[src/rtl/core/rpt_pkg.sv]
// Shared types, constants and codes for the retransmit pending table.
package rpt_pkg;

    localparam int TABLE_ENTRIES = 16;
    localparam int TOKEN_BYTES   = 8;
    localparam int IDX_W  = (TABLE_ENTRIES > 1) ? $clog2(TABLE_ENTRIES) : 1;
    localparam int CNT_W  = $clog2(TABLE_ENTRIES + 1);
    localparam int QUEUE_DEPTH = 2;

    localparam logic [2:0] OP_ADD    = 3'd0;
    localparam logic [2:0] OP_REMOVE = 3'd1;
    localparam logic [2:0] OP_REMALL = 3'd2;
    localparam logic [2:0] OP_LOOKUP = 3'd3;
    localparam logic [2:0] OP_TICK   = 3'd4;
    localparam logic [2:0] OP_CLEAR  = 3'd5;

    localparam logic [3:0] KIND_ADDED    = 4'd0;
    localparam logic [3:0] KIND_DUP      = 4'd1;
    localparam logic [3:0] KIND_FULL     = 4'd2;
    localparam logic [3:0] KIND_REMOVED  = 4'd3;
    localparam logic [3:0] KIND_NOTFOUND = 4'd4;
    localparam logic [3:0] KIND_FOUND    = 4'd5;
    localparam logic [3:0] KIND_RESEND   = 4'd6;
    localparam logic [3:0] KIND_EXPIRED  = 4'd7;
    localparam logic [3:0] KIND_DONE     = 4'd8;

    localparam logic [0:0] CFG_LIMIT   = 1'd0;
    localparam logic [0:0] CFG_TIMEOUT = 1'd1;

    typedef struct packed {
        logic [2:0]  opcode;
        logic [15:0] id;
        logic [3:0]  len;
        logic [63:0] tok;
        logic [15:0] link;
        logic [15:0] buffer;
        logic        mcast;
    } rpt_item_t;

    typedef struct packed {
        logic [15:0] id;
        logic [63:0] tok;
        logic [3:0]  len;
        logic [15:0] link;
        logic [15:0] buffer;
        logic [7:0]  attempts;
        logic [7:0]  limit;
        logic [15:0] timer;
    } rpt_entry_t;

    typedef struct packed {
        logic [3:0]  kind;
        logic [15:0] id;
        logic [15:0] link;
        logic [15:0] buffer;
        logic [4:0]  count;
        logic        last;
    } rpt_result_t;

    typedef struct packed {
        logic       push;
        logic       full;
    } rpt_qctl_t;

endpackage

[src/rtl/core/rpt_front.sv]
// Front end: accepts input items and normalizes the token before queuing.
module rpt_front (
    input  logic               in_valid,
    output logic               in_stall,
    input  logic [2:0]         opcode,
    input  logic [15:0]        message_id,
    input  logic [3:0]         token_length,
    input  logic [63:0]        token_value,
    input  logic [15:0]        link_handle,
    input  logic [15:0]        buffer_handle,
    input  logic               is_multicast,
    input  logic               q_full,
    output rpt_pkg::rpt_qctl_t qctl,
    output rpt_pkg::rpt_item_t item
);
    import rpt_pkg::*;

    logic [3:0] len_c;

    assign in_stall  = q_full;
    assign qctl.push = in_valid && !q_full;
    assign qctl.full = q_full;
    assign len_c = (token_length > 4'(TOKEN_BYTES)) ? 4'(TOKEN_BYTES) : token_length;

    always_comb
    begin
        item.opcode = opcode;
        item.id     = message_id;
        item.len    = len_c;
        item.link   = link_handle;
        item.buffer = buffer_handle;
        item.mcast  = is_multicast;
        // Bytes beyond the token length never take part in a match.
        for (int b = 0; b < 8; b++)
        begin
            item.tok[b*8 +: 8] = (4'(b) < len_c) ? token_value[b*8 +: 8] : 8'h00;
        end
    end

endmodule

[config.mk]
export PLATFORM = sky130hd
export DESIGN_NAME = rpt_front
export DESIGN_NICKNAME = d
export VERILOG_FILES = /design/src/rtl/core/rpt_pkg.sv /design/src/rtl/core/rpt_front.sv
export SDC_FILE = /design/constraint.sdc
export NUM_CORES = 1
export LEC_CHECK = 0
export ABC_CLOCK_PERIOD_IN_PS = 1700
export BUFFER_PORTS_ARGS = -buffer_cell sky130_fd_sc_hd__buf_2
export CAP_MARGIN = 15
export CORE_AREA = 4 4 93 95
export DETAILED_ROUTE_END_ITERATION = 7
export DIE_AREA = 0 0 97 99
export GPL_TIMING_DRIVEN = 0
export SLEW_MARGIN = 0
export SYNTH_ARGS = -nofsm -noshare
export SYNTH_HDL_FRONTEND = slang
export SYNTH_SLANG_ARGS = --single-unit
export TNS_END_PERCENT = 5
[constraint.sdc]
create_clock -name vclk -period 1.7
set_clock_uncertainty 0.15 [all_clocks]
set_input_delay 0.34 -clock vclk [all_inputs]
set_output_delay 0.34 -clock vclk [all_outputs]
set_load 0.01 [all_outputs]
# --- After elaboration in Yosys (flattened, before gate mapping) ---
# Index checks and enable logic that the tools add are counted.
# Widths: inputs -> output; s select.
totals:
  regBits: 0
  wordCells: 20
op_classes:
  magnitude_cmp: 9
  muxes: 9
  n_reduce_logical: 2
ops:
  columns: ["op", "count"]
  rows:
  - ["$mux 8", 8]
  - ["$lt 3x4->1 const A", 4]
  - ["$lt 1x4->1 const A", 2]
  - ["$lt 2x4->1 const A", 2]
  - ["$gt 4x4->1 const B", 1]
  - ["$mux 4", 1]
  - ["$logic_and 1x1->1", 1]
  - ["$logic_not 1->1", 1]

# --- Longest topological paths before layout ---
# Gate-level depths: netlist of run 1.
logic_depth:
  ltp_word: 4
  depth_mapped: 3
  depth_no_buf: 2

# --- Least setup slack after synthesis of run 1 ---
# OpenSTA, ideal clock, no wires.
synth_path:
  path_kind: "input to output"
  from: "in token_length[3]"
  to: "out item[42] (netlist bit)"
  t_arrival_ps: 1138
  setup_slack_ps: 72
  cell_stages: 3
  path_buffers: 1
  path_cell_list: "buf_4 nor3_1 and2b_1"
synth_rtl:
  columns: ["item", "line_no", "rtl"]
  rows:
  - ["start, declared", "rpt_front.sv:7", "input logic [3:0] token_length,"]
  - ["end, declared", "rpt_front.sv:14", "output rpt_pkg::rpt_item_t item"]

==> results.py, run 1 <==
metrics = {
    "outcome": {
        "status": "completed",
    },
    "placement": {
        "gp_congestion": 0.792,
        "dp_cells": 427,
        "dpl_worst_slack_ns": -0.397,
        "post_dp_cell_area_um2": 2020,
        "place_hpwl_um": 4550,
        "io_buffers": 192,
    },
    "floorplanning": {
        "die_area_um2": 9600,
        "ioPinCount": 245,
        "die_x_um": 97,
        "num_rows": 32,
        "fp.dieH_um": 99,
        "start_util_pct": 12.0,
        "core_um2": 7730,
    },
    "global_routing": {
        "grt_max_degree": 11,
        "grt.total_usage_pct": 8.70,
        "grt.overflow.total": 0,
        "antenna_found_initial": 0,
        "grt_pass1_vias": 1494,
        "grt_pass1_wl_um": 7220,
    },
    "synthesis": {
        "syn_avg_cell_area_um2": 6.98,
        "yosys.area.top_type": "buf_4",
        "synth_area_leaders": "buf_4, nor2b_1, a21boi_0, and2b_1, and2_1",
        "synth_area_um2": 928,
        "ys.warnings.count": 0,
        "ys_seq_area_share_pct": 0,
        "synth_cell_type_count": 14,
        "synth_most_common_cell": "buf_4",
        "synthCells": 133,
        "synth_nets": 255,
        "netlist_top_cells_count": "buf_4, nor2b_1, a21boi_0, and2_1, and2b_1",
        "synth.top_cell.area_share_pct": 44.5,
    },
    "timing": {
        "fin_crit_ns": 1.67,
        "post-route-period-util_pct": 98.0,
        "drv_slew": 0,
        "max_freq_mhz": 600,
        "max_slew_margin_pct": 70.4,
        "worst_slack_ns": 0.0346,
        "tightestPinTransition_ns": 0.441,
        "finalSetupViolations": 0,
        "final.setup.tns_ns": 0,
        "final_hold_viol_count": 0,
        "rsz0062_at_grt": "true",
    },
    "worst_setup_path": {
        "crit_type": "in2out",
        "start_kind": "input pin",
        "worstPathArrival_ns": 1.18,
        "critPathRequiredTime_ns": 1.21,
        "cp-startpoint": "token_length[2]",
        "cp-end-kind": "output pin",
        "crit_path_max_fanout": 8,
    },
    "layout": {
        "fillers": 848,
        "nets": 449,
        "diodes": 0,
        "instances_no_fill": 427,
        "final_area_um2": 2100,
        "seq_area_um2": 0,
        "area_delta_synth_final_pct": 126,
        "seq_cell_count": 0,
        "drive_gt1_share_pct": 77.8,
        "n_clock_buffer": 0,
    },
    "power": {
        "power_density_nw_per_um2": 265,
        "leakagePower_nw": 1.28,
        "ir_worst_vdd_mv": 0.0958,
    },
    "drt": {
        "num_vias": 1491,
        "finalWirelength_um": 4850,
        "drt_iter0_drc": 16,
        "first_pass_iters": 2,
        "wl_per_cell_um": 11.4,
        "viasPerCell": 3.49,
        "drc": 0,
        "drt.antenna.violating_nets": 0,
    },
    "worst_hold_path": {
        "hp-start": "link_handle[9]",
        "hold_path_class": "in2out",
    },
    "flow_run": {
        "max_cap_violations": 0,
    },
    "clocking": {
        "hold_buffers": 0,
    },
}
==> final timing paths <==
path	depth (start not counted)	to	slack, ns
min	2	item[26]	0.71
max	4	item[37]	0.03
==> layer usage <==
layer,global-route usage [%],vias up,share of wire [%]
li1,-,745,-
met3,2.34,0,14
met4,0,0,0
met1,8.95,617,30
met5,0,-,0
met2,18.3,129,56
==> power by group <==
group          total (mW)  internal (mW)  switching (mW)
clock                   0              0               0
combinational       0.556          0.308           0.248
sequential              0              0               0
total               0.556          0.308           0.248
==> final cells by class <==
cell class,instances,area [µm²],share of cell area (%)
repair buffers,192,997,47.5
plain buffers,57,424,20.2
multi-input cells,75,546,26.0
well taps,102,128,6.08
inverters,1,3.75,0.179
==> cells by family after synthesis <==
family,after synthesis,synth area share [%]
buffers and inverters,58,45.7
AOI/OAI and AO/OA,12,9.57
and+or+nand+nor,63,44.7
==> cell usage in the layout (no fill, tap or decap), types with 2 or more instances in the layout <==
master,Yosys,routed
buf_4,55,54
and2_1,8,8
nor2b_1,44,44
clkbuf_1,2,2
a21boi_0,8,8
buf_2,0,189
buf_6,0,2
buf_12,0,2
and2b_1,8,8
==> metrics by stage <==
stage / hold slack, ns / power, mW / util [%]
after floorplan: 0.576 / 0.283 / -
after global placement: 0.716 / 0.541 / 26.1
after detailed placement: 0.715 / 0.544 / 26.1
after CTS: 0.715 / 0.555 / 26.6
after global routing: 0.718 / 0.608 / 27.2
final: 0.714 / 0.556 / 27.2
==> repair_timing <==
| action | in CTS | in global routing |
|---|---|---|
| buffers inserted | 0 | 0 |
| cloned | 0 | 0 |
| endpoints found under the setup margin | 48 | 50 |
| gates resized for setup | 9 | 11 |
| endpoints found under the hold margin | 0 | 0 |
| pin swaps | 1 | 1 |
==> worst max-delay path, cell delays in order <==
cell	delay, ns
buf_12	0.13
nor4_4	0.45
nor2b_1	0.10
buf_2	0.16
(Power assumes the default switching activity.)
==> run 2, diff against run 1 <==
==> constraint.sdc (replaced) <==
create_clock -name vclk -period 1.7
set_clock_uncertainty 0.15 [all_clocks]
set_input_delay 0.085 -clock vclk [all_inputs]
set_output_delay 0.085 -clock vclk [all_outputs]
set_load 0.05 [all_outputs]
==> run 2 against run 1 <==
Critical path depth unchanged. Design area shrank 3.6%. Sequential share of layout area did not move. Maximum frequency up 13%. Die area did not move. Final cell count unchanged. Largest cell class unchanged. Clock-buffer cell count did not move. Sequential cell count unchanged. Highest routed layer unchanged. Via count rose by 0.20%. First-iteration DRC count decreased by 13%. Setup slack improved by 0.19 ns.
==> results.py, run 2 (synthesis results as in run 1) <==
metrics = {
    "outcome": {
        "status": "completed",
    },
    "global_routing": {
        "grt.overflow.total": 0,
        "antenna_found_initial": 0,
        "grt_max_degree": 11,
        "grt_pass1_wl_um": 7200,
        "grt.total_usage_pct": 8.65,
        "busiest_layer": "met2",
        "grt_util_met3_pct": 2.34,
        "grt_pass1_vias": 1495,
        "grtUsageMet2_pct": 18.4,
        "grt_use_met1_pct": 8.79,
    },
    "worst_setup_path": {
        "cp-end-kind": "output pin",
        "crit_type": "in2out",
        "crit_path_max_fanout": 8,
        "start_kind": "input pin",
        "worstPathArrival_ns": 1.24,
        "critPathRequiredTime_ns": 1.46,
    },
    "drt": {
        "drt.antenna.violating_nets": 0,
        "wl_per_cell_um": 11.3,
        "finalWirelength_um": 4840,
        "drc": 0,
        "first_pass_iters": 2,
        "drt_iter0_drc": 14,
        "viasPerCell": 3.50,
        "num_vias": 1494,
    },
    "layout": {
        "n_clock_buffer": 0,
        "final_cell_mix": "buf_2, buf_4, nor2b_1",
        "diodes": 0,
        "final_core_util_pct": 26.2,
        "multi_input_area_um2": 510,
        "fillers": 851,
        "seq_area_um2": 0,
        "nets": 449,
        "layout_commonest_cell": "buf_2",
        "area_delta_synth_final_pct": 118,
        "drive_gt1_share_pct": 76.9,
        "seq_cell_count": 0,
    },
    "timing": {
        "worst_slack_ns": 0.226,
        "fin_crit_ns": 1.47,
        "post-route-period-util_pct": 86.7,
        "rsz0062_at_grt": "false",
        "tightestPinTransition_ns": 0.552,
        "max_slew_margin_pct": 62.9,
        "finalSetupViolations": 0,
        "final.setup.tns_ns": 0,
        "max_freq_mhz": 678,
        "drv_slew": 0,
        "final_hold_viol_count": 0,
    },
    "floorplanning": {
        "num_rows": 32,
        "start_util_pct": 12.0,
        "fp.dieH_um": 99,
        "core_um2": 7730,
        "ioPinCount": 245,
        "die_x_um": 97,
        "die_area_um2": 9600,
    },
    "flow_run": {
        "max_cap_violations": 0,
    },
    "power": {
        "power_density_nw_per_um2": 524,
        "ir_worst_vdd_mv": 0.202,
        "leakagePower_nw": 1.26,
    },
    "clocking": {
        "hold_buffers": 0,
    },
    "placement": {
        "dpl_worst_slack_ns": 0.0404,
        "gp_congestion": 0.792,
        "io_buffers": 192,
        "place_hpwl_um": 4550,
    },
    "worst_hold_path": {
        "hold_path_class": "in2out",
        "holdPathEnd": "item[19]",
        "hold_depth": 2,
        "hp-start": "link_handle[2]",
    },
}
[run 2: worst max-delay path by stage]
stage | endpoint | slack [ns] | start
detailed placement | item[70] | 0.04 | token_length[1]
global placement | item[70] | 0.12 | token_length[1]
CTS | item[70] | 0.04 | token_length[1]
finish | item[43] | 0.23 | token_length[1]
floorplan | item[65] | 0.004 | token_length[3]
global route | item[43] | 0.07 | token_length[1]
[run 2: per-layer routing]
metal / part of all wire [%] / wire length [µm]
met1: 31 / 1490
met2: 55 / 2680
met3: 14 / 672
met4: 0 / 0
met5: 0 / 0
[run 2: cell type report]
cell class	count	area share, %
timing repair buffer	192	47.5
multi-input combinational	75	25.2
buffer	57	20.8
tap	102	6.31
inverter	1	0.186
[run 2: repair_timing]
action,4_1_cts,5_1_grt
resized for setup,0,2
setup buffers,0,0
endpoints found under the setup margin,0,2
[run 2: metrics by stage]
step	area [µm²]	hold WS [ns]	total power [mW]	instances
finish	2020	0.322	1.06	427
global route	2020	0.325	1.11	427
floorplan	928	0.187	0.810	133
CTS	2020	0.323	1.07	427
global placement	2020	0.323	1.06	427
detailed placement	2020	0.323	1.07	427
[run 2: power by group]
| part | switching [mW] | leakage, nW | internal, mW |
|---|---|---|---|
| Clock | 0 | 0 | 0 |
| Combinational | 0.764 | 1.26 | 0.297 |
| Sequential | 0 | 0 | 0 |
[run 2: worst max-delay path, stage by stage]
cell and delay, ns:
buf_2 0.17, nor3_1 0.50, and2b_1 0.27, buf_2 0.21
==> run 3, diff against run 2 <==
--- a/config.mk
+++ b/config.mk
@@ -12,6 +12,7 @@
 export DETAILED_ROUTE_END_ITERATION = 7
 export DIE_AREA = 0 0 97 99
 export GPL_TIMING_DRIVEN = 0
+export RECOVER_POWER = 50
 export SLEW_MARGIN = 0
 export SYNTH_ARGS = -nofsm -noshare
 export SYNTH_HDL_FRONTEND = slang
==> run 3 against run 2 <==
Power shrank 1.9%. Final cell count is the same. Critical path type unchanged. Highest routed layer unchanged. Via count shrank 0.33%. Critical endpoint unchanged. Utilization shrank 0.99 points. Routed wire length grew 0.74%. Sequential cell count is the same.
==> results.py, run 3 (synthesis results as in run 1) <==
metrics = {
    "worst_setup_path": {
        "cp_slowest_stage_delay_ns": 0.50,
        "start_kind": "input pin",
        "path_buf_inv": 2,
        "cp-end-kind": "output pin",
        "cpMostUsedCell": "buf_2",
        "path_delay_family": "simple AND/OR/NAND/NOR gates",
        "crit_slowest_cell": "nor3_1",
        "crit_type": "in2out",
        "cp_cell_sequence": "buf_2, nor3_1, and2b_1, buf_2",
        "worstPathArrival_ns": 1.24,
        "crit_path_max_fanout": 8,
        "cp_num_cells": 4,
        "critPathRequiredTime_ns": 1.46,
    },
    "global_routing": {
        "grt_max_degree": 11,
        "grt_pass1_wl_um": 7200,
        "grt.overflow.total": 0,
        "grt_pass1_vias": 1495,
        "antenna_found_initial": 0,
        "grt.total_usage_pct": 8.65,
    },
    "layout": {
        "seq_cell_count": 0,
        "area_delta_synth_final_pct": 110,
        "n_clock_buffer": 0,
        "final_area_um2": 1950,
        "seq_area_um2": 0,
        "final_core_util_pct": 25.2,
        "diodes": 0,
        "drive_gt1_share_pct": 58.2,
        "layout_commonest_cell": "buf_2",
        "nets": 449,
        "final_cell_mix": "buf_2, clkbuf_1, buf_4",
        "instances_no_fill": 427,
    },
    "floorplanning": {
        "ioPinCount": 245,
        "die_area_um2": 9600,
        "num_rows": 32,
        "core_um2": 7730,
        "die_x_um": 97,
        "start_util_pct": 12.0,
        "fp.dieH_um": 99,
    },
    "placement": {
        "place_hpwl_um": 4550,
        "dp_cells": 427,
        "post_dp_cell_area_um2": 2020,
        "gp_congestion": 0.792,
        "io_buffers": 192,
    },
    "timing": {
        "rsz0062_at_grt": "false",
        "final.setup.tns_ns": 0,
        "max_freq_mhz": 679,
        "final_hold_viol_count": 0,
        "tightestPinTransition_ns": 0.643,
        "post-route-period-util_pct": 86.6,
        "drv_slew": 0,
        "max_slew_margin_pct": 57.3,
        "hold_ws_ns": 0.406,
        "finalSetupViolations": 0,
        "fin_crit_ns": 1.47,
    },
    "power": {
        "seqPwrFrac_pct": 0,
        "p_sw_share_pct": 73.7,
        "pwr-share-clk_pct": 0,
        "leakagePower_nw": 1.08,
        "p_sw_mw": 0.767,
        "internal_power_mw": 0.274,
        "comb_power_share_pct": 100.0,
        "ir_worst_vdd_mv": 0.196,
        "power_density_nw_per_um2": 535,
    },
    "worst_hold_path": {
        "hold_path_class": "in2out",
        "hold_depth": 2,
    },
    "drt": {
        "finalWirelength_um": 4880,
        "drt.antenna.violating_nets": 0,
        "num_vias": 1489,
        "wl_per_cell_um": 11.4,
        "drc": 0,
        "viasPerCell": 3.49,
        "first_pass_iters": 2,
        "drt_iter0_drc": 19,
    },
    "outcome": {
        "status": "completed",
    },
    "clocking": {
        "cts_setup_buffers": 0,
    },
    "flow_run": {
        "max_cap_violations": 0,
    },
}
## run 3: cell types whose count changed in the layout (fill, tap and decap cells not counted)
cell      change
clkbuf_1     +61
buf_2        -61
## run 3: what timing repair did
item	4_1_cts	5_1_grt
hold endpoints to repair	0	0
hold buffers	0	0
endpoints found under the setup margin	0	2
gates resized for setup	0	2
## run 3: area by class of cell
cell class | instances | area [µm²]
Timing Repair Buffer | 192 | 885
Buffer | 57 | 420
Multi-Input combinational cell | 75 | 510
Tap cell | 102 | 128
Fill cell | 888 | 5780
Inverter | 1 | 3.75
## run 3: power groups by stage
stage	Clock (mW)	Combinational, mW	Sequential, mW
6_report	0	1.04	0
5_1_grt	0	1.09	0
4_1_cts	0	1.07	0
3_5_place_dp	0	1.07	0
3_3_place_gp	0	1.06	0
2_1_floorplan	0	0.810	0
## run 3: layer usage
metal | routed length (µm) | up-vias | track usage (%)
met5 | 0 | - | 0
met4 | 0 | 0 | 0
met3 | 664 | 0 | 2.34
met2 | 2680 | 129 | 18.4
met1 | 1530 | 616 | 8.79
li1 | - | 744 | -
## run 3: path summary, 6_finish.rpt
path | startpoint | to
setup / recovery | token_length[1] | item[43]
hold / removal | message_id[5] | item[106]
## run 3: stage by stage
| stage | setup WS (ns) | power, mW |
|---|---|---|
| global placement | 0.117 | 1.06 |
| CTS | 0.0446 | 1.07 |
| global route | 0.0728 | 1.09 |
| floorplan | 0.00442 | 0.810 |
| finish | 0.228 | 1.04 |
| detailed placement | 0.0404 | 1.07 |
