### src/rtl/core/rpt_pkg.sv
// Shared types, constants and codes for the retransmit pending table.
package rpt_pkg;

    localparam int TABLE_ENTRIES = 16;
    localparam int TOKEN_BYTES   = 8;
    localparam int IDX_W  = (TABLE_ENTRIES > 1) ? $clog2(TABLE_ENTRIES) : 1;
    localparam int CNT_W  = $clog2(TABLE_ENTRIES + 1);
    localparam int QUEUE_DEPTH = 2;

    localparam logic [2:0] OP_ADD    = 3'd0;
    localparam logic [2:0] OP_REMOVE = 3'd1;
    localparam logic [2:0] OP_REMALL = 3'd2;
    localparam logic [2:0] OP_LOOKUP = 3'd3;
    localparam logic [2:0] OP_TICK   = 3'd4;
    localparam logic [2:0] OP_CLEAR  = 3'd5;

    localparam logic [3:0] KIND_ADDED    = 4'd0;
    localparam logic [3:0] KIND_DUP      = 4'd1;
    localparam logic [3:0] KIND_FULL     = 4'd2;
    localparam logic [3:0] KIND_REMOVED  = 4'd3;
    localparam logic [3:0] KIND_NOTFOUND = 4'd4;
    localparam logic [3:0] KIND_FOUND    = 4'd5;
    localparam logic [3:0] KIND_RESEND   = 4'd6;
    localparam logic [3:0] KIND_EXPIRED  = 4'd7;
    localparam logic [3:0] KIND_DONE     = 4'd8;

    localparam logic [0:0] CFG_LIMIT   = 1'd0;
    localparam logic [0:0] CFG_TIMEOUT = 1'd1;

    typedef struct packed {
        logic [2:0]  opcode;
        logic [15:0] id;
        logic [3:0]  len;
        logic [63:0] tok;
        logic [15:0] link;
        logic [15:0] buffer;
        logic        mcast;
    } rpt_item_t;

    typedef struct packed {
        logic [15:0] id;
        logic [63:0] tok;
        logic [3:0]  len;
        logic [15:0] link;
        logic [15:0] buffer;
        logic [7:0]  attempts;
        logic [7:0]  limit;
        logic [15:0] timer;
    } rpt_entry_t;

    typedef struct packed {
        logic [3:0]  kind;
        logic [15:0] id;
        logic [15:0] link;
        logic [15:0] buffer;
        logic [4:0]  count;
        logic        last;
    } rpt_result_t;

    typedef struct packed {
        logic       push;
        logic       full;
    } rpt_qctl_t;

endpackage

### src/rtl/core/rpt_queue.sv
// Short item queue between the front and the back of the table unit.
module rpt_queue (
    input  logic              clk,
    input  logic              rst_n,
    input  logic              push,
    input  rpt_pkg::rpt_item_t push_item,
    output logic              full,
    input  logic              pop,
    output logic              not_empty,
    output rpt_pkg::rpt_item_t pop_item
);
    import rpt_pkg::*;

    localparam int PTR_W = (QUEUE_DEPTH > 1) ? $clog2(QUEUE_DEPTH) : 1;
    localparam int FILL_W = $clog2(QUEUE_DEPTH + 1);

    rpt_item_t          q_reg [QUEUE_DEPTH];
    logic [PTR_W-1:0]   wr_reg, wr_next, rd_reg, rd_next;
    logic [FILL_W-1:0]  fill_reg, fill_next;

    assign full      = (fill_reg == FILL_W'(QUEUE_DEPTH));
    assign not_empty = (fill_reg != '0);
    assign pop_item  = q_reg[rd_reg];

    always_comb
    begin
        wr_next   = wr_reg;
        rd_next   = rd_reg;
        fill_next = fill_reg;
        if (push)
        begin
            wr_next = (wr_reg == PTR_W'(QUEUE_DEPTH - 1)) ? '0 : wr_reg + 1'b1;
        end
        if (pop)
        begin
            rd_next = (rd_reg == PTR_W'(QUEUE_DEPTH - 1)) ? '0 : rd_reg + 1'b1;
        end
        if (push && !pop)
        begin
            fill_next = fill_reg + 1'b1;
        end
        else if (pop && !push)
        begin
            fill_next = fill_reg - 1'b1;
        end
    end

    always_ff @(posedge clk or negedge rst_n)
    begin
        if (!rst_n)
        begin
            wr_reg   <= '0;
            rd_reg   <= '0;
            fill_reg <= '0;
        end
        else
        begin
            wr_reg   <= wr_next;
            rd_reg   <= rd_next;
            fill_reg <= fill_next;
        end
    end

    always_ff @(posedge clk)
    begin
        if (push)
        begin
            q_reg[wr_reg] <= push_item;
        end
    end

endmodule

### config.mk
export PLATFORM = sky130hd
export DESIGN_NAME = rpt_queue
export DESIGN_NICKNAME = d
export VERILOG_FILES = /design/src/rtl/core/rpt_pkg.sv /design/src/rtl/core/rpt_queue.sv
export SDC_FILE = /design/constraint.sdc
export NUM_CORES = 1
export LEC_CHECK = 0
export BUFFER_PORTS_ARGS = -buffer_cell sky130_fd_sc_hd__buf_2
export CORE_ASPECT_RATIO = 0.7
export CORE_MARGIN = 2
export CORE_UTILIZATION = 40
export DETAILED_ROUTE_END_ITERATION = 8
export PLACE_DENSITY = 0.65
export SYNTH_ARGS = -nofsm -noshare
export SYNTH_HDL_FRONTEND = slang
export SYNTH_SLANG_ARGS = --single-unit
### constraint.sdc
create_clock -name clk -period 8.8 [get_ports clk]
set_input_delay 1.76 -clock clk [delete_from_list [all_inputs] [get_ports clk]]
set_output_delay 1.76 -clock clk [all_outputs]
set_load 0.02 [all_outputs]
======== Word-level counts from Yosys, hierarchy flattened ========
Memories as Yosys holds them, arrays and structs flattened.
Cells that the tools add are included.
W data, S select, Z words.
word-level totals
  memory bits (read-only) ................. 0
  flip-flop bits (word level) ............. 4
  latch bits .............................. 0
  memory bits (writable) .................. 240
  word-level logic and storage cells ...... 21
  memories ................................ 1
  input port bits ......................... 124
memory list
  memory  words  width  rd ports  clocked after Yosys merged registers in  wr ports  RTL line         source
  q_reg   2      120    1         0                                        1         rpt_queue.sv:17  rpt_item_t q_reg [QUEUE_DEPTH];
operators by class
  eq/ne operators ......................... 1
  $add $sub $neg .......................... 4
  $mul .................................... 0
  bitwise operators ....................... 0
  shift operators ......................... 0
  muxes and demuxes ....................... 6
  reductions and logical operators ........ 6
  magnitude comparators ................... 0
  divide/modulo/power cells ............... 0
operators with widths
  cell                   count
  $mux W1                4
  $mux W2                2
  $reduce_bool A2 Y1     2
  $add A1 B1 Y1 const B  2
  $add A2 B1 Y2 const B  1
  $eq A2 B2 Y1 const B   1
  $logic_and A1 B1 Y1    2
  $logic_not A1 Y1       2
  $sub A2 B1 Y2 const B  1

======== Logic depth before layout (Yosys ltp) ========
Gate-level depths: netlist of run 1.
  word-level depth ........................ 4
  mapped depth ............................ 5
  gate-level depth less buffers ........... 5

======== Worst setup path before layout of run 1 ========
Ideal clock, no wire load.
  path type ............................... input -> register
  from .................................... input port push
  to ...................................... memory q_reg[0][0] (netlist name), enable pin
  path slack .............................. 1.219 ns
  library setup time ...................... 0.615 ns
  required time ........................... 8.185 ns
  data arrival time ....................... 6.966 ns
  cell stages on the path ................. 1
  buffers on the path ..................... 0
  path through ............................ nor2b_1
between the ends
  word-level cells in the longest chain between the ends .. 2
ends and longest elaborated chain
  element                        RTL line         source
  start: declaration             rpt_queue.sv:5   input logic push,
  $mux W1                        rpt_queue.sv:66  if (push)
  $mux W1 (implied by the code)  rpt_queue.sv:68  q_reg[wr_reg] <= push_item;
  end: declaration               rpt_queue.sv:17
No other way between the ends.

==> impl_metrics.py, run 1 <==
metrics = {
    "routing": {
        "drt_iter0_drc": 202,
        "vias": 4491,
        "postRouteAntennaNets": 0,
        "drc_errors": 0,
        "routed_wl_um": 17000,
        "vias_per_cell": 4.73,
        "drt_pass1_iterations": 4,
        "routedWlPerCell_um": 17.9,
    },
    "placed_design": {
        "gp_congestion": 0.731,
        "dp_cells": 907,
        "port_buffers": 245,
        "dp_hpwl_um": 11200,
    },
    "global_route": {
        "grt.overflow.total": 0,
        "grt_antenna_before_repair": 5,
        "grt_usage_pct": 14.0,
        "grt_pass1_vias": 4757,
        "grt_start_max_net_pins": 77,
        "grt_pass1_wl_um": 25500,
    },
    "clock_tree": {
        "ctsHoldBuffers": 0,
        "clk_pin_slew_worst_paths_ns": 0.06,
        "postCtsSetupBuffers": 0,
        "cts_max_level": 1,
        "cts_inserted_buffers": 25,
        "clock-sinks": 244,
        "cts_max_path_buffers": 3,
        "cts-resized-gates": 0,
        "worstSkewPairLatency_ns": 0.50,
        "cts_root_buffer": "clkbuf_16",
        "cts_tree": "yes",
    },
    "worst_setup_path": {
        "r2r_slack_ns": 6.41,
        "critPathArrivalTime_ns": 2.90,
        "cp_max_fo": 64,
        "path_delay_family": "flip-flops",
        "end_kind": "output port",
        "start_kind": "register",
        "rr_endpoint": "q_reg[1][1]$_DFFE_PP_",
        "reg2reg_from": "wr_reg$_DFFE_PN0P_",
        "crit_required_ns": 7.04,
        "cp_slowest_cell": "dfrtp_4",
        "r2r_cells": 2,
        "worst-path-buf-inv": 2,
        "slowest_delay_ns": 1.00,
        "cp_cell_sequence": "buf_4 > mux2_2 > buf_2",
        "crit_type": "register to output port",
    },
    "synthesis": {
        "synth_compound_area_share_pct": 0,
        "synth_top_family_by_area": "multiplexers",
        "synthMuxAreaShare_pct": 15.2,
        "syn_inst": 389,
        "synth-adder-area-share_pct": 0.141,
        "synth-simple-area-share_pct": 0.324,
        "avgSynthCellArea_um2": 22.8,
        "syn_nets": 514,
        "ys_types": 14,
        "synth-seq-cells": 244,
        "yosysSeqAreaShare_pct": 82.4,
        "yosys.area.top_type_share_pct": 81.2,
        "yosys_warnings": 0,
        "netlist_area_um2": 8870,
        "synth.area.top_cells": "edfxtp_1 (81%), mux2_2 (15%), buf_6 (1.1%)",
        "yosys.area.top_type": "edfxtp_1",
        "synthXorXnorAreaFrac_pct": 0.494,
    },
    "floorplan": {
        "core-area_um2": 21700,
        "ios": 246,
        "fp.dieH_um": 129,
        "dieArea_um2": 23400,
        "initial_core_util_pct": 40.8,
        "die_w_um": 182,
        "num_rows": 45,
    },
    "layout": {
        "num-nets-final": 777,
        "areaGrowthSynthToFinish_pct": 25.5,
        "layout_commonest_cell": "buf_2",
        "final_cell_mix": "buf_2 (245), edfxtp_1 (240), mux2_2 (120)",
        "layout-drive-gt1-share_pct": 60.8,
        "stdcell_count": 949,
        "largest_reg_flops": 240,
    },
    "hold_path": {
        "hold_end": "fill_reg[1]$_DFFE_PN0P_",
        "hp-start": "fill_reg[1]$_DFFE_PN0P_",
        "worstHoldPathCells": 1,
        "hold_class": "register to register",
    },
    "timing": {
        "slew_headroom_pct": 31.5,
        "worst_pin_slew_ns": 1.03,
        "fin_skew_ns": 0.0114,
        "fin_tns_setup_ns": 0,
        "rsz0062_at_grt": "no",
        "drv_slew": 0,
        "period_needed_ns": 4.66,
        "hold_violations": 0,
        "setup_viol": 0,
        "fin_crit_sh_pct": 52.9,
        "fmax_mhz": 215,
    },
    "status": {
        "status": "finished, final reports clean",
    },
    "pwr": {
        "powerDensity_nw_per_um2": 336,
        "power.leakage_nw": 4.17,
        "p_total_mw": 3.75,
        "ir_drop_v": 0.000197,
    },
    "job": {
        "cap_violations": 0,
    },
}
## layout make-up
type | instances | area, um^2
Fill cell | 1837 | 10600
Sequential cell | 244 | 7310
Multi-Input combinational cell | 131 | 1450
Timing Repair Buffer | 249 | 1260
Clock buffer | 33 | 676
Tap cell | 282 | 353
Clock inverter | 7 | 86.3
Antenna cell | 2 | 5.00
Inverter | 1 | 3.75
## report_power, final
group          internal, mW  switching (mW)  leakage (nW)  total [mW]
clock                 0.591           0.396         0.363       0.987
sequential             1.55           0.108          2.30        1.65
combinational         0.443           0.664          1.51        1.11
## logic make-up after synthesis
kind of cell / after synthesis
multiplexers: 120
adder cells (fa/ha/maj): 1
flip-flops: 244
buffers and inverters: 14
XOR/XNOR: 5
AND/OR/NAND/NOR: 5
## how the worst max path moves through the flow
stage                                   from                     to  slack, ns  depth (start not counted)
final                     rd_reg$_DFFE_PN0P_            pop_item[0]       4.14                          3
after global routing      rd_reg$_DFFE_PN0P_            pop_item[6]       3.98                          3
after CTS                 rd_reg$_DFFE_PN0P_            pop_item[6]       4.08                          3
after detailed placement  rd_reg$_DFFE_PN0P_            pop_item[0]       4.64                          3
after global placement    rd_reg$_DFFE_PN0P_            pop_item[9]       4.70                          3
after floorplan                         push  q_reg[0][0]$_DFFE_PP_       1.22                          1
## worst register-to-register path: stages (launching register included)
cell	delay, ns
dfrtp_1	0.42
and2_4	0.79
buf_4	0.73
## cells in the mapped netlist (all sizes together)
library cell and number:
dfrtp 4, xnor2 1, mux2 120, buf 13
or2 1, xor2 4, nor2 1, edfxtp 240
nor2b 2, ha 1, and2 1, inv 1
## through the flow
| step | hold slack [ns] | area [um^2] | utilization (%) | worst slack, ns |
|---|---|---|---|---|
| detailed placement | 0.493 | 10400 | 47.7 | 4.64 |
| CTS | 0.505 | 11100 | 51.2 | 4.08 |
| global route | 0.534 | 11100 | 51.2 | 3.98 |
| floorplan | 0.447 | 8870 | - | 1.22 |
| global placement | 0.465 | 10400 | 47.7 | 4.70 |
| finish | 0.506 | 11100 | 51.2 | 4.14 |
## layer usage
metal  track usage [%]  up-vias  share of wire [%]
li1                  -     2077                  -
met1              18.1     2198                 44
met2              22.3      177                 45
met3              5.43       33                8.8
met4              3.94        6                2.5
met5                 0        -               0.24
Note: power is estimated with default switching activity, not from simulation.
==> run 2, diff against run 1 <==
==> constraint.sdc (replaced) <==
create_clock -name clk -period 4.5 [get_ports clk]
set_input_delay 0.9 -clock clk [delete_from_list [all_inputs] [get_ports clk]]
set_output_delay 0.9 -clock clk [all_outputs]
set_load 0.02 [all_outputs]
==> impl_metrics.py, run 2 (synthesis gave the netlist of run 1 again) <==
metrics = {
    "job": {
        "cap_violations": 0,
    },
    "worst_setup_path": {
        "start_kind": "register",
        "cp_max_fo": 57,
        "critPathArrivalTime_ns": 2.44,
        "end_kind": "output port",
        "crit_type": "register to output port",
        "crit_required_ns": 3.60,
    },
    "clock_tree": {
        "worstSkewPairLatency_ns": 0.50,
        "cts-resized-gates": 0,
        "cts_root_buffer": "clkbuf_16",
        "clock-sinks": 244,
        "cts_tree": "yes",
        "ctsHoldBuffers": 0,
        "postCtsSetupBuffers": 0,
        "cts_inserted_buffers": 23,
        "cts_max_path_buffers": 3,
        "clk_pin_slew_worst_paths_ns": 0.06,
        "cts_max_level": 1,
    },
    "timing": {
        "fin_skew_ns": 0.00607,
        "rsz0062_at_grt": "no",
        "setup_viol": 0,
        "setup_ws_ns": 1.16,
        "fin_tns_setup_ns": 0,
        "worst_pin_slew_ns": 0.927,
        "fin_crit_sh_pct": 74.1,
        "hold_violations": 0,
        "period_needed_ns": 3.34,
        "drv_slew": 0,
        "slew_headroom_pct": 38.2,
        "fmax_mhz": 300,
    },
    "placed_design": {
        "gp_congestion": 0.755,
        "dp_hpwl_um": 11300,
        "dp_slack_ns": 1.66,
        "port_buffers": 245,
    },
    "floorplan": {
        "core-area_um2": 21700,
        "ios": 246,
        "initial_core_util_pct": 40.8,
        "dieArea_um2": 23400,
        "num_rows": 45,
        "die_w_um": 182,
        "fp.dieH_um": 129,
    },
    "global_route": {
        "grt_busiest_layer": "met2",
        "grtUsageMet3_pct": 5.21,
        "grt_start_max_net_pins": 68,
        "use_met1_pct": 18.2,
        "grtUsageMet2_pct": 21.9,
        "grt_pass1_vias": 4735,
        "grt_pass1_wl_um": 25200,
        "grt_antenna_before_repair": 3,
        "grt.overflow.total": 0,
        "grt_usage_pct": 13.9,
    },
    "layout": {
        "num-nets-final": 779,
        "largest_reg_flops": 240,
        "layout_commonest_cell": "buf_2",
        "layout-drive-gt1-share_pct": 61.5,
        "areaGrowthSynthToFinish_pct": 25.7,
        "final_cell_mix": "buf_2 (245), edfxtp_1 (240), mux2_2 (120)",
    },
    "routing": {
        "drt_iter0_drc": 242,
        "drt_pass1_iterations": 4,
        "routedWlPerCell_um": 17.8,
        "routed_wl_um": 16900,
        "vias_per_cell": 4.72,
        "postRouteAntennaNets": 0,
        "vias": 4506,
        "drc_errors": 0,
    },
    "hold_path": {
        "hold_class": "primary input to asynchronous set/reset pin",
    },
    "pwr": {
        "intPower_mw": 4.98,
        "p_sw_mw": 2.29,
        "p_clk_share_pct": 25.6,
        "powerDensity_nw_per_um2": 653,
        "ir_drop_v": 0.000336,
        "power.leakage_nw": 4.19,
        "swShare_pct": 31.5,
        "seq_power_share_pct": 44.2,
        "power_frac_comb_pct": 30.2,
    },
    "status": {
        "status": "finished, final reports clean",
    },
}
## run 2: cell types whose count changed in the layout (fill, tap and decap cells not counted), sizes merged
cell      delta
clkinv       +5
clkbuf       -2
bufinv       -1
buf          +4
clkinvlp     -1
## run 2: power by group through the flow
stage / Sequential, mW / Combinational [mW] / Clock [mW]
after floorplan: 3.18 / 1.66 / 0
after global placement: 3.25 / 2.19 / 0
after detailed placement: 3.28 / 2.22 / 0
after CTS: 3.23 / 2.24 / 1.92
after global routing: 3.26 / 2.34 / 2.00
final: 3.22 / 2.20 / 1.86
## run 2: metal layers
metal,vias up,part of all wire [%]
met1,2193,44
met2,193,44
li1,2081,-
met5,-,0.12
met3,35,9.4
met4,4,2.5
## run 2: stage by stage
stage               utilization, %  instance area, um^2  hold WS [ns]  std cells  total power, mW
floorplan                        -                 8870         0.447        389             4.84
detailed placement            47.9                10400         0.496        911             5.50
global placement              47.9                10400         0.468        911             5.45
CTS                           51.3                11100         0.177        952             7.38
finish                        51.3                11200         0.200        954             7.28
global route                  51.3                11100         0.178        952             7.61
## run 2: critical path, stage by stage (launching register included)
cell	delay (ns)
dfrtp_4	0.95
buf_4	0.42
mux2_2	0.38
buf_2	0.16
## run 2: final cells by class
type                            count  area (um^2)
Fill cell                        1780        10600
Antenna cell                        2         5.00
Tap cell                          282          353
Timing Repair Buffer              253         1300
Clock buffer                       31          656
Multi-Input combinational cell    131         1450
Inverter                            1         3.75
Sequential cell                   244         7310
Clock inverter                     10         77.6
## run 2: final timing paths
kind | end | from | depth (start not counted) | slack (ns)
worst max-delay path | pop_item[54] | rd_reg$_DFFE_PN0P_ | 3 | 1.16
worst min-delay path | rd_reg$_DFFE_PN0P_ | rst_n | 1 | 0.20
worst max register to register | q_reg[1][63]$_DFFE_PP_ | wr_reg$_DFFE_PN0P_ | 2 | 2.52
worst min register to register | fill_reg[1]$_DFFE_PN0P_ | fill_reg[1]$_DFFE_PN0P_ | 1 | 0.51
max in group asynchronous | rd_reg$_DFFE_PN0P_ | rst_n | 1 | 4.17
min in group clk | fill_reg[1]$_DFFE_PN0P_ | fill_reg[1]$_DFFE_PN0P_ | 1 | 0.51
==> run 3, diff against run 2 <==
==> constraint.sdc (replaced) <==
create_clock -name clk -period 3.1 [get_ports clk]
set_input_delay 0.62 -clock clk [delete_from_list [all_inputs] [get_ports clk]]
set_output_delay 0.62 -clock clk [all_outputs]
set_load 0.02 [all_outputs]
==> impl_metrics.py, run 3 (synthesis gave the netlist of run 1 again) <==
metrics = {
    "status": {
        "status": "finished, final reports clean",
    },
    "timing": {
        "rsz0062_at_grt": "no",
        "setup_viol": 0,
        "fin_tns_setup_ns": 0,
        "period_needed_ns": 2.69,
        "fmax_mhz": 371,
        "setup_ws_ns": 0.406,
        "fin_skew_ns": 0.00502,
        "slew_headroom_pct": 50.8,
        "hold_violations": 0,
        "worst_pin_slew_ns": 0.738,
        "fin_crit_sh_pct": 86.9,
        "drv_slew": 0,
    },
    "layout": {
        "layout_commonest_cell": "buf_2",
        "layout-drive-gt1-share_pct": 61.3,
        "final_cell_mix": "buf_2 (245), edfxtp_1 (240), mux2_2 (120)",
        "utilization_pct": 51.7,
        "largest_reg_flops": 240,
        "num-nets-final": 779,
        "fill_cells": 1751,
        "areaGrowthSynthToFinish_pct": 26.6,
    },
    "clock_tree": {
        "clk_pin_slew_worst_paths_ns": 0.06,
        "cts_max_level": 1,
        "cts_root_buffer": "clkbuf_16",
        "cts_max_path_buffers": 3,
        "clock-sinks": 244,
        "cts_inserted_buffers": 24,
        "cts-resized-gates": 0,
        "cts_tree": "yes",
        "worstSkewPairLatency_ns": 0.50,
    },
    "global_route": {
        "grt_usage_pct": 14.1,
        "grt_pass1_wl_um": 25700,
        "grt_start_max_net_pins": 122,
        "grt.overflow.total": 0,
        "grt_pass1_vias": 4821,
        "grt_antenna_before_repair": 2,
    },
    "pwr": {
        "power.leakage_nw": 4.22,
        "powerDensity_nw_per_um2": 960,
        "ir_drop_v": 0.000684,
    },
    "floorplan": {
        "core-area_um2": 21700,
        "num_rows": 45,
        "ios": 246,
        "dieArea_um2": 23400,
        "initial_core_util_pct": 40.8,
        "die_w_um": 182,
        "fp.dieH_um": 129,
    },
    "routing": {
        "drt_pass1_iterations": 4,
        "routedWlPerCell_um": 17.7,
        "vias_per_cell": 4.76,
        "drc_errors": 0,
        "postRouteAntennaNets": 0,
        "routed_wl_um": 16900,
        "drt_iter0_drc": 231,
        "vias": 4545,
    },
    "placed_design": {
        "dp_hpwl_um": 11000,
        "port_buffers": 245,
        "dp_slack_ns": 0.917,
        "gp_congestion": 0.734,
    },
    "worst_setup_path": {
        "slowest_delay_ns": 0.50,
        "end_kind": "output port",
        "cp_max_fo": 121,
        "start_kind": "register",
        "path_delay_family": "buffers and inverters",
        "cp_slowest_cell": "buf_12",
        "critPathArrivalTime_ns": 2.07,
        "crit_type": "register to output port",
        "crit_required_ns": 2.48,
        "cp_cell_sequence": "buf_12 > mux2_2 > buf_2",
        "worst-path-buf-inv": 2,
    },
    "hold_path": {
        "hold_class": "primary input to register",
    },
    "job": {
        "cap_violations": 0,
    },
}
run 3: cell types whose count changed in the layout (fill, tap and decap cells not counted), sizes merged:
cell,delta
clkinvlp,+1
buf,-2
clkbuf,-3
diode,-1
clkinv,+3
bufinv,+2
dlygate4sd3,+1
run 3: per-stage QoR:
step	cells	instance area, um^2	total power, mW	hold slack, ns
finish	955	11200	10.8	0.304
global route	954	11200	11.3	0.274
global placement	909	10400	7.92	0.426
floorplan	389	8880	6.99	0.324
CTS	954	11200	10.9	0.277
detailed placement	909	10400	8.00	0.435
run 3: cell type report:
type	count	area, um^2	area share, %
antenna	1	2.50	0.0223
clock buffer	28	637	5.67
clock inverter	16	163	1.45
inverter	1	3.75	0.0334
multi-input combinational	131	1450	12.9
sequential	244	7310	65.1
tap	282	353	3.14
timing repair buffer	252	1320	11.7
run 3: layer usage:
layer  up-vias  track usage (%)  wire [um]  part of all wire [%]
li1       2088                -          -                     -
met1      2217             18.3       7400                    44
met2       214             22.1       7280                    43
met3        24             6.03       1920                    11
met4         2             3.46        313                   1.8
met5         -                0         10                 0.059
run 3: worst reg2reg max path, cell delays in order (launching register included):
cell	delay, ns
dfrtp_1	0.42
and2_4	0.38
buf_12	0.34
run 3: worst paths after layout:
path,from,endpoint,slack (ns),depth (start not counted)
setup reg to reg,wr_reg$_DFFE_PN0P_,q_reg[1][118]$_DFFE_PP_,1.50,2
hold / removal,push_item[86],q_reg[0][86]$_DFFE_PP_,0.30,1
min in group asynchronous,rst_n,rd_reg$_DFFE_PN0P_,0.48,2
hold reg to reg,fill_reg[1]$_DFFE_PN0P_,fill_reg[1]$_DFFE_PN0P_,0.51,1
setup / recovery,rd_reg$_DFFE_PN0P_,pop_item[51],0.41,3
max in group asynchronous,rst_n,rd_reg$_DFFE_PN0P_,2.48,2
run 3: power by group:
| group | internal, mW | switching [mW] |
|---|---|---|
| Combinational | 1.30 | 2.07 |
| Clock | 1.72 | 1.17 |
| Sequential | 4.38 | 0.145 |
run 3: repair_timing:
action,4_1_cts,5_1_grt
setup endpoints to repair,0,0
hold endpoints to repair,4,0
buffers inserted,0,0
hold buffers,1,0
